### config.mk
export PLATFORM = sky130hd
export DESIGN_NAME = uart_tx_rx_ring_buffers
export DESIGN_NICKNAME = d
export VERILOG_FILES = /design/src/rtl/core/utrb_pkg.sv /design/src/rtl/core/uart_tx_rx_ring_buffers.sv
export SDC_FILE = /design/constraint.sdc
export NUM_CORES = 1
export LEC_CHECK = 0
export BUFFER_PORTS_ARGS = -buffer_cell sky130_fd_sc_hd__clkbuf_2
export CAP_MARGIN = 20
export CORE_MARGIN = 8
export CORE_UTILIZATION = 33
export DETAILED_ROUTE_END_ITERATION = 7
export HOLD_SLACK_MARGIN = 0.1
export PLACE_DENSITY = 0.47
export SLEW_MARGIN = 40
export SYNTH_ARGS = -nofsm -noshare
export SYNTH_HDL_FRONTEND = slang
export SYNTH_SLANG_ARGS = --single-unit
### constraint.sdc
create_clock -name clk -period 2.98 [get_ports clk]
set_clock_uncertainty 0.05 [all_clocks]
set_input_delay 0.149 -clock clk [delete_from_list [all_inputs] [get_ports clk]]
set_output_delay 0.149 -clock clk [all_outputs]
set_load 0.01 [all_outputs]
### src/rtl/core/utrb_pkg.sv
// Shared command and status codes for the UART ring buffer block.
`timescale 1ns / 1ps

package utrb_pkg;

	// Command codes on the command port
	typedef logic [1:0] cmd_t;
	localparam cmd_t CMD_PUT   = 2'd0;
	localparam cmd_t CMD_GET   = 2'd1;
	localparam cmd_t CMD_EVENT = 2'd2;
	localparam cmd_t CMD_FLUSH = 2'd3;

	// Status codes on the status port
	typedef logic [1:0] status_t;
	localparam status_t ST_OK    = 2'd0;
	localparam status_t ST_FULL  = 2'd1;
	localparam status_t ST_EMPTY = 2'd2;

endpackage

### src/rtl/core/uart_tx_rx_ring_buffers.sv
// UART transmit and receive ring buffers with interrupt-enable flags.
//
// Usage: a request (command plus its fields) is taken at a rising edge where
// start is high and busy is low. Commands: put queues put_data on the transmit
// queue, get dequeues one byte from the receive queue, event models one
// interrupt (pop a transmit byte to the line when line_tx_ready, push
// line_rx_data when line_rx_valid), flush drains the whole transmit queue.
// Each result is shown for exactly one cycle with done high; last marks the
// final result of a request. tx_level, rx_level and the irq enables give the
// state after that result.
// Timing: put, get and event give one result in the cycle after the cycle of
// the request's execute step, and busy is high during that step. Flush gives
// one result per queued byte, one per cycle (one result when the queue is
// empty), and busy stays high through its final execute step. Flush streaming
// rests on the single read port of each queue memory, whose read data is
// registered and always prefetches the byte at the read index.
// Reset clears indexes, counts and the transmit enable, and sets the receive
// enable; queue memories are not cleared. The receiver cannot stall: results
// are never held back.
`timescale 1ns / 1ps

module uart_tx_rx_ring_buffers #(
	parameter int DEPTH = 64
) (
	input  logic                         clk,
	input  logic                         arst_n,
	input  logic                         start,
	output logic                         busy,
	input  logic [1:0]                   command,
	input  logic [7:0]                   put_data,
	input  logic                         line_tx_ready,
	input  logic                         line_rx_valid,
	input  logic [7:0]                   line_rx_data,
	output logic                         done,
	output logic [1:0]                   status,
	output logic [7:0]                   get_data,
	output logic                         send_valid,
	output logic [7:0]                   send_byte,
	output logic                         tx_irq_enable,
	output logic                         rx_irq_enable,
	output logic [$clog2(DEPTH+1)-1:0]   tx_level,
	output logic [$clog2(DEPTH+1)-1:0]   rx_level,
	output logic                         last
);

	localparam int IW = $clog2(DEPTH);
	localparam int CW = $clog2(DEPTH + 1);
	localparam logic [CW-1:0] CNT_FULL   = CW'(DEPTH);
	localparam logic [CW-1:0] CNT_ALMOST = CW'(DEPTH - 1);
	localparam logic [CW-1:0] CNT_ONE    = CW'(1);
	localparam logic [IW-1:0] IDX_LAST   = IW'(DEPTH - 1);

	localparam logic S_IDLE = 1'b0;
	localparam logic S_RUN  = 1'b1;

	logic                 state_q;
	utrb_pkg::cmd_t       cmd_q;
	logic [7:0]           put_data_q;
	logic                 tx_ready_q;
	logic                 rx_valid_q;
	logic [7:0]           rx_data_q;

	logic [7:0]           tx_mem [DEPTH];
	logic [7:0]           rx_mem [DEPTH];
	logic [7:0]           tx_rdata_q;
	logic [7:0]           rx_rdata_q;

	logic [IW-1:0]        tx_wr_q, tx_rd_q, rx_wr_q, rx_rd_q;
	logic [CW-1:0]        tx_cnt_q, rx_cnt_q;
	logic                 tx_int_q, rx_int_q;

	logic                 done_q, last_q, send_valid_q;
	utrb_pkg::status_t    status_q;
	logic [7:0]           get_data_q, send_byte_q;

	logic                 run, accept;
	logic                 tx_push, tx_pop, rx_push, rx_pop, finish;
	logic [IW-1:0]        tx_wr_nxt, tx_rd_nxt, rx_wr_nxt, rx_rd_nxt;
	logic [IW-1:0]        tx_raddr, rx_raddr;
	utrb_pkg::status_t    status_d;

	assign run    = (state_q == S_RUN);
	assign busy   = run;
	assign accept = start && !busy;

	// Ring index increments
	assign tx_wr_nxt = (tx_wr_q == IDX_LAST) ? '0 : tx_wr_q + IW'(1);
	assign tx_rd_nxt = (tx_rd_q == IDX_LAST) ? '0 : tx_rd_q + IW'(1);
	assign rx_wr_nxt = (rx_wr_q == IDX_LAST) ? '0 : rx_wr_q + IW'(1);
	assign rx_rd_nxt = (rx_rd_q == IDX_LAST) ? '0 : rx_rd_q + IW'(1);

	// Queue operations of the execute step
	always_comb begin
		tx_push  = 1'b0;
		tx_pop   = 1'b0;
		rx_push  = 1'b0;
		rx_pop   = 1'b0;
		finish   = 1'b0;
		status_d = utrb_pkg::ST_OK;
		if (run) begin
			finish = 1'b1;
			case (cmd_q)
				utrb_pkg::CMD_PUT: begin
					if (tx_cnt_q == CNT_FULL) status_d = utrb_pkg::ST_FULL;
					else tx_push = 1'b1;
				end
				utrb_pkg::CMD_GET: begin
					if (rx_cnt_q == '0) status_d = utrb_pkg::ST_EMPTY;
					else rx_pop = 1'b1;
				end
				utrb_pkg::CMD_EVENT: begin
					tx_pop  = tx_ready_q && (tx_cnt_q != '0);
					rx_push = rx_valid_q && (rx_cnt_q != CNT_FULL);
				end
				utrb_pkg::CMD_FLUSH: begin
					tx_pop = (tx_cnt_q != '0);
					finish = (tx_cnt_q <= CNT_ONE);
				end
				default: begin
					finish = 1'b1;
				end
			endcase
		end
	end

	// Prefetch the next byte when popping so flush streams one per cycle
	assign tx_raddr = tx_pop ? tx_rd_nxt : tx_rd_q;
	assign rx_raddr = rx_pop ? rx_rd_nxt : rx_rd_q;

	// Queue memories: one write and one registered read each
	always_ff @(posedge clk) begin
		if (tx_push) tx_mem[tx_wr_q] <= put_data_q;
		tx_rdata_q <= tx_mem[tx_raddr];
	end

	always_ff @(posedge clk) begin
		if (rx_push) rx_mem[rx_wr_q] <= rx_data_q;
		rx_rdata_q <= rx_mem[rx_raddr];
	end

	// Request capture
	always_ff @(posedge clk) begin
		if (accept) begin
			cmd_q      <= utrb_pkg::cmd_t'(command);
			put_data_q <= put_data;
			tx_ready_q <= line_tx_ready;
			rx_valid_q <= line_rx_valid;
			rx_data_q  <= line_rx_data;
		end
	end

	// Sequencer, indexes, counts and enables
	always_ff @(posedge clk or negedge arst_n) begin
		if (!arst_n) begin
			state_q  <= S_IDLE;
			tx_wr_q  <= '0;
			tx_rd_q  <= '0;
			tx_cnt_q <= '0;
			rx_wr_q  <= '0;
			rx_rd_q  <= '0;
			rx_cnt_q <= '0;
			tx_int_q <= 1'b0;
			rx_int_q <= 1'b1;
			done_q   <= 1'b0;
			last_q   <= 1'b0;
		end else begin
			done_q <= run;
			last_q <= finish;
			if (accept) state_q <= S_RUN;
			else if (finish) state_q <= S_IDLE;

			if (tx_push) begin
				tx_wr_q  <= tx_wr_nxt;
				tx_cnt_q <= tx_cnt_q + CNT_ONE;
				tx_int_q <= 1'b1;
			end
			if (tx_pop) begin
				tx_rd_q  <= tx_rd_nxt;
				tx_cnt_q <= tx_cnt_q - CNT_ONE;
				// only the interrupt path drops the enable on drain
				if (cmd_q == utrb_pkg::CMD_EVENT && tx_cnt_q == CNT_ONE) tx_int_q <= 1'b0;
			end
			if (rx_push) begin
				rx_wr_q  <= rx_wr_nxt;
				rx_cnt_q <= rx_cnt_q + CNT_ONE;
				if (rx_cnt_q == CNT_ALMOST) rx_int_q <= 1'b0;
			end
			if (rx_pop) begin
				rx_rd_q  <= rx_rd_nxt;
				rx_cnt_q <= rx_cnt_q - CNT_ONE;
				if (rx_cnt_q >= CNT_ALMOST) rx_int_q <= 1'b1;
			end
		end
	end

	// Result payload registers
	always_ff @(posedge clk) begin
		if (run) begin
			status_q     <= status_d;
			get_data_q   <= rx_pop ? rx_rdata_q : 8'd0;
			send_valid_q <= tx_pop;
			send_byte_q  <= tx_pop ? tx_rdata_q : 8'd0;
		end
	end

	assign done          = done_q;
	assign last          = last_q;
	assign status        = status_q;
	assign get_data      = get_data_q;
	assign send_valid    = send_valid_q;
	assign send_byte     = send_byte_q;
	assign tx_irq_enable = tx_int_q;
	assign rx_irq_enable = rx_int_q;
	assign tx_level      = tx_cnt_q;
	assign rx_level      = rx_cnt_q;

`ifndef SYNTHESIS
	// An accepted request always runs an execute step
	a_accept_runs: assert property (@(posedge clk) disable iff (!arst_n)
		accept |=> busy)
		else $error("accepted request did not start executing");

	// Flush results come back to back until the last one
	a_flush_contig: assert property (@(posedge clk) disable iff (!arst_n)
		done && !last |=> done)
		else $error("gap inside a multi-result request");

	// After the final result the block is free again
	a_last_frees: assert property (@(posedge clk) disable iff (!arst_n)
		done && last |-> !busy)
		else $error("busy still high after final result");

	// Counts never exceed the queue depth
	a_cnt_bound: assert property (@(posedge clk) disable iff (!arst_n)
		(tx_cnt_q <= CNT_FULL) && (rx_cnt_q <= CNT_FULL))
		else $error("queue count beyond depth");

	// Empty get returns zero data
	a_empty_zero: assert property (@(posedge clk) disable iff (!arst_n)
		done && status == utrb_pkg::ST_EMPTY |-> get_data == 8'd0 && !send_valid)
		else $error("empty get carried data");
`endif

endmodule
After elaboration in Yosys (flattened, before gate mapping)
Memories as Yosys holds them, arrays and structs flattened. A register that Yosys moved wholly into a read port is not among the register bits.
Index checks and enable logic that the tools add are counted.
{"block": "totals", "ram_bits": 1024, "register_bits": 82, "elab_cells": 92, "input_bits": 23, "n_memories": 2, "output_inout_bits": 38}
{"memory": "rx_mem", "words": 64, "width": 8, "rd": 1, "rd_ports_with_merged_regs": 1, "wr": 1, "line": "uart_tx_rx_ring_buffers.sv:64", "source": "logic [7:0] rx_mem [DEPTH];"}
{"memory": "tx_mem", "words": 64, "width": 8, "rd": 1, "rd_ports_with_merged_regs": 1, "wr": 1, "line": "uart_tx_rx_ring_buffers.sv:63", "source": "logic [7:0] tx_mem [DEPTH];"}
{"block": "classes", "mux": 38, "magnitude_cmp": 2, "reduce_logical": 11, "n_eq_ne": 11, "addsub": 8}
{"op": "two-way mux 6 bit", "n": 6}
{"op": "two-way mux 7 bit", "n": 4}
{"op": "two-way mux 1 bit", "n": 25}
{"op": "adder 6 x 1 -> 6 bit, second input constant", "n": 4}
{"op": "== test 6 bit, second input constant", "n": 4}
{"op": "adder 7 x 1 -> 7 bit, second input constant", "n": 2}
{"op": "subtractor 7 x 1 -> 7 bit, second input constant", "n": 2}
{"op": "== test 7 x 1 -> 1 bit, second input constant", "n": 1}
{"op": "== test 7 x 6 -> 1 bit, second input constant", "n": 1}
{"op": "== test 7 bit, second input constant", "n": 1}
{"op": ">= comparator 7 x 6 -> 1 bit, second input constant", "n": 1}
{"op": "<= comparator 7 x 1 -> 1 bit, second input constant", "n": 1}
{"op": "logical NOT 7 bit", "n": 1}
{"op": "inequality test 7 bit, second input constant", "n": 1}
{"op": "nonzero test 7 bit", "n": 1}
{"op": "nonzero test 2 bit", "n": 3}
{"op": "== test 2 bit, second input constant", "n": 2}
{"op": "logical AND 1 bit", "n": 4}
{"op": "one-hot mux 2 bit (2 select lines)", "n": 1}
{"op": "== test 2 x 1 -> 1 bit, second input constant", "n": 1}
{"op": "logical NOT 2 bit", "n": 1}
{"op": "two-way mux 2 bit", "n": 1}
{"op": "one-hot mux 1 bit (2 select lines)", "n": 1}
{"op": "logical NOT 1 bit", "n": 1}

Depth between registers and ports, before layout
{"block": "depth", "word_depth": 7, "mapped_depth": 14, "mapped_depth_nobuf": 12}

Worst setup path after synthesis
No wires, ideal clock.
{"block": "synth_path", "kind": "reg2reg", "startpoint": "reg state_q (netlist: busy)", "endpoint": "reg tx_rdata_q[0] (read register of tx_mem)", "setup_slack_ns": -0.367, "n_path_buf": 3, "t_required_ns": 2.872, "stages_incl_launch_ff": 13, "synth_period_minus_slack_ns": 3.347, "arrival_ns": 3.239, "setup_ns": 0.058, "path_cell_list": "dfrtp_1 clkbuf_2 o211ai_1 a21o_1 inv_2 mux2i_4 inv_2 buf_4 buf_4 mux2i_1 mux4_2 a211oi_1 a211o_1"}
{"block": "synth_between", "elab_chain_cells": 2}
{"item": "start, declared", "line": "uart_tx_rx_ring_buffers.sv:56", "source": "logic state_q;"}
{"item": "start signal, assigned", "line": "uart_tx_rx_ring_buffers.sv:155", "source": "state_q <= S_IDLE;"}
{"item": "start signal, assigned", "line": "uart_tx_rx_ring_buffers.sv:169", "source": "if (accept) state_q <= S_RUN;"}
{"item": "start signal, assigned", "line": "uart_tx_rx_ring_buffers.sv:170", "source": "else if (finish) state_q <= S_IDLE;"}
{"item": "two-way mux 1 bit", "line": "uart_tx_rx_ring_buffers.sv:100", "source": "if (run) begin"}
{"item": "two-way mux 6 bit"}
{"item": "end, declared", "line": "uart_tx_rx_ring_buffers.sv:65", "source": "logic [7:0] tx_rdata_q;"}
Every way passes these cells.
A chain may end at the register's enable or synchronous reset.

Worst setup path in the final report
{"block": "layout_path", "startpoint": "reg rx_cnt_q[4] (netlist: rx_level[4])", "endpoint": "reg rx_rdata_q[7] (read register of rx_mem)"}
{"block": "layout_between", "elab_chain_cells": 5}
{"item": "start, declared", "line": "uart_tx_rx_ring_buffers.sv:69", "source": "logic [CW-1:0] tx_cnt_q, rx_cnt_q;"}
{"item": "start signal, assigned", "line": "uart_tx_rx_ring_buffers.sv:185", "source": "rx_cnt_q <= rx_cnt_q + CNT_ONE;"}
{"item": "start signal, assigned", "line": "uart_tx_rx_ring_buffers.sv:190", "source": "rx_cnt_q <= rx_cnt_q - CNT_ONE;"}
{"item": "logical NOT 7 bit", "line": "uart_tx_rx_ring_buffers.sv:108", "source": "if (rx_cnt_q == '0) status_d = utrb_pkg::ST_EMPTY;"}
{"item": "two-way mux 1 bit", "line": "uart_tx_rx_ring_buffers.sv:108"}
{"item": "two-way mux 1 bit", "line": "uart_tx_rx_ring_buffers.sv:102", "source": "case (cmd_q)"}
{"item": "two-way mux 1 bit", "line": "uart_tx_rx_ring_buffers.sv:100"}
{"item": "two-way mux 6 bit"}
{"item": "end, declared", "line": "uart_tx_rx_ring_buffers.sv:66", "source": "logic [7:0] rx_rdata_q;"}
Every way passes these cells.

==> impl_metrics.ini <==
[logic_synthesis]
syn_inst = 2805
ys.flop_type = edfxtp_1
yosys_register_bits = 1122
yosysTopAreaCell = edfxtp_1
yosysTopAreaCellShare_pct = 70.56
syn_avg_cell_area_um2 = 16.13
synth_edf_count = 1063
ys_top_cells_by_area = edfxtp_1, mux2i_1, dfrtp_1
synth_cell_types = 73
synth.net_count = 2841
syn_area_um2 = 45240
synth-async-reset-ratio_pct = 3.832
yosysSeqAreaShare_pct = 73.65
yosysWarnings = 0

[cts]
clkTransAtPathRegs_ps = 60
htreeDepth = 3
clockRootBuffer = clkbuf_16
cts_sinks = 1122
numCtsBuffers = 119
clock_latency_ps = 740
cts_tree = built
cts_buffer_depth = 3

[detailed_routing]
wl_per_cell_um = 23.91
ant_nets = 0
routed-wl-met3_um = 8822
vias = 26200
drt_wl_total_um = 124700
top_layer = met4
wl_met1_um = 58860
wl_met2_um = 54680
drt_iter0_drc = 2148
drt_pass1_iterations = 5
routed_via_density = 5.024
route.detailed.drc = 0

[pwr]
p_leak_nw = 20.45
ir_worst_vdd_uv = 630.3
p_per_area_nw_per_um2 = 936.6

[cells_and_area]
syn_to_final_growth_pct = 27.21
fillCellCount = 12290
register_area_um2 = 33320
final_common_cell = edfxtp_1
design_area_um2 = 57550
multi_input_area_um2 = 12570
fin_nets = 3352
final_layout_size_suffix_gt1_share_pct = 28.71
mostFrequentLayoutCells = edfxtp_1, mux2i_1, buf_4, nand2_1, nor2_1

[global_route]
grt_pass1_wl_um = 181300
grt_max_degree = 65
antenna_found_initial = 0
grt_use_total_pct = 16.36
grt_overflow = 0
grt_pass1_vias = 26620

[place]
portBuffers = 60
hpwl_um = 77950
dp_slack_ps = -711.7
dpl_cell_area_um2 = 50450
place.gp.congestion = 0.8183

[timing]
relSlewSlack_pct = 45.44
rsz0062_at_grt = true
setup_ws_ps = -267.8
post-route-period-util_pct = 109.0
timing.fmax_mhz = 307.9
finalHoldViolCount = 0
setup_viol = 17
hold_slack_ps = 160.1
period_minus_slack_ps = 3248
tns_ps = -2696
tightest_slew_ps = 818.4
slew_viol_final = 0

[critical_path]
worstRegToRegCells = 11
cpPeakStageDelay_ps = 570
cp_data_arrival_time_ps = 3800
worstPathMaxFanout = 7
end_kind = flop
crit_chain = or4_4 -> o21ai_4 -> clkinv_4 -> mux2_8 -> buf_12 -> clkbuf_16 -> mux2i_1 -> mux2i_2 -> a221oi_4 -> nand2_2 -> o311a_1
critPathKind = reg -> reg
start_kind = flop
slowest_stage = or4_4
critPathRequiredTime_ps = 3540

[floorplanning]
die_area_um2 = 149200
start_util_pct = 33.07
core.rowCount = 136
die_y_um = 386.3
core_area_um2 = 136800
io_pins = 61
fp.dieW_um = 386.3

[worst_hold_path]
worstHoldPathCells = 2
hp-class = in -> reg

[outcome]
violations = negative setup slack
outcome = complete, but fails checks

[job]
maxCapViolCount = 0
[cell usage after synthesis, types with 13 or more instances]
master    number
xnor2_1       14
nor3_1        22
mux2_2        33
nand2_1      269
a221oi_1      48
clkbuf_1      60
nand3_1       40
buf_1         20
a21oi_1       79
and3_1        15
mux2i_1      477
a31oi_1       16
dfxtp_1       16
nor2_1       167
a211oi_1      19
dfrtp_1       42
mux4_2        23
and2_1        19
buf_2         49
edfxtp_1    1063
buf_4         17
nand3b_1      13
o21ai_0       57
[logic make-up after synthesis]
group / count (synthesis) / share of synthesized area (%)
buffers and inverters: 173 / 1.864
and+or+nand+nor: 600 / 5.838
xor gates and xnor gates: 19 / 0.3844
AOI/OAI and AO/OA: 340 / 5.188
adders and majority gates: 13 / 0.3761
muxes: 538 / 12.70
DFF: 1122 / 73.65
[worst max-delay path: cells and delay by family, from the launching register on]
family                 cells  cell delay [ps]
buffers and inverters      3              460
muxes                      3              740
and+or+nand+nor            2              700
DFF                        1              380
AOI/OAI and AO/OA          3              760
[metal layers]
layer,global-route usage [%],vias to the layer above
met5,0,-
met4,4.346,0
met3,3.888,153
met2,24.20,757
met1,24.08,13360
li1,-,11930
[stage by stage]
step / instances / utilization, % / power, mW
global route: 5215 / 42.06 / 56.10
finish: 5216 / 42.06 / 53.90
detailed placement: 4887 / 36.87 / 34.96
floorplan: 2805 / - / 28.17
CTS: 5191 / 41.36 / 52.93
global placement: 4887 / 36.87 / 34.81
[area by class of cell]
class	count	area share, %
antenna	1	0.004348
sequential	1122	57.90
multi-input combinational	1511	21.84
inverter	17	0.1587
clock inverter	73	1.418
timing repair buffer	545	9.290
clock buffer	153	5.485
tap	1794	3.900
[where the power goes]
group / total, mW / leakage [nW] / internal (mW) / switching [mW]
clock network: 14.9 / 1.91 / 8.71 / 6.18
registers: 18.2 / 10.3 / 17.9 / 0.320
logic: 20.8 / 8.28 / 9.58 / 11.2
total: 53.9 / 20.4 / 36.2 / 17.7
[repair_timing]
item	CTS	global route
hold buffers	43	0
endpoints found under the setup margin	17	198
setup buffers	30	31
cloned	12	6
endpoints found under the hold margin	83	0
resized for setup	238	156
pin swaps	35	61
[state kept, by name, summed over array words and instances, names as in the netlist, 6 cells and up]
register and cells:
rx_mem 512, tx_mem 512, get_data 8, put_data_q 8, rx_data_q 8, rx_rdata_q 8, send_byte 8, tx_rdata_q 8
rx_level 7, tx_level 7, rx_rd_q 6, rx_wr_q 6, tx_rd_q 6, tx_wr_q 6
[final timing paths]
path	start	end	slack, ps
min in group asynchronous	arst_n	tx_level[1]$_DFFE_PN0P_	480
max in group asynchronous	arst_n	rx_irq_enable$_DFF_PN1_	2020
min reg2reg	rx_rdata_q[5]$_DFF_P_	get_data[5]$_SDFFCE_PP0P_	450
max reg2reg	rx_level[4]$_DFFE_PN0P_	rx_rdata_q[7]$_DFF_P_	-270
max	rx_level[4]$_DFFE_PN0P_	rx_rdata_q[7]$_DFF_P_	-270
min	put_data[4]	put_data_q[4]$_DFFE_PP_	160
Note: power is estimated with default switching activity, not from simulation.
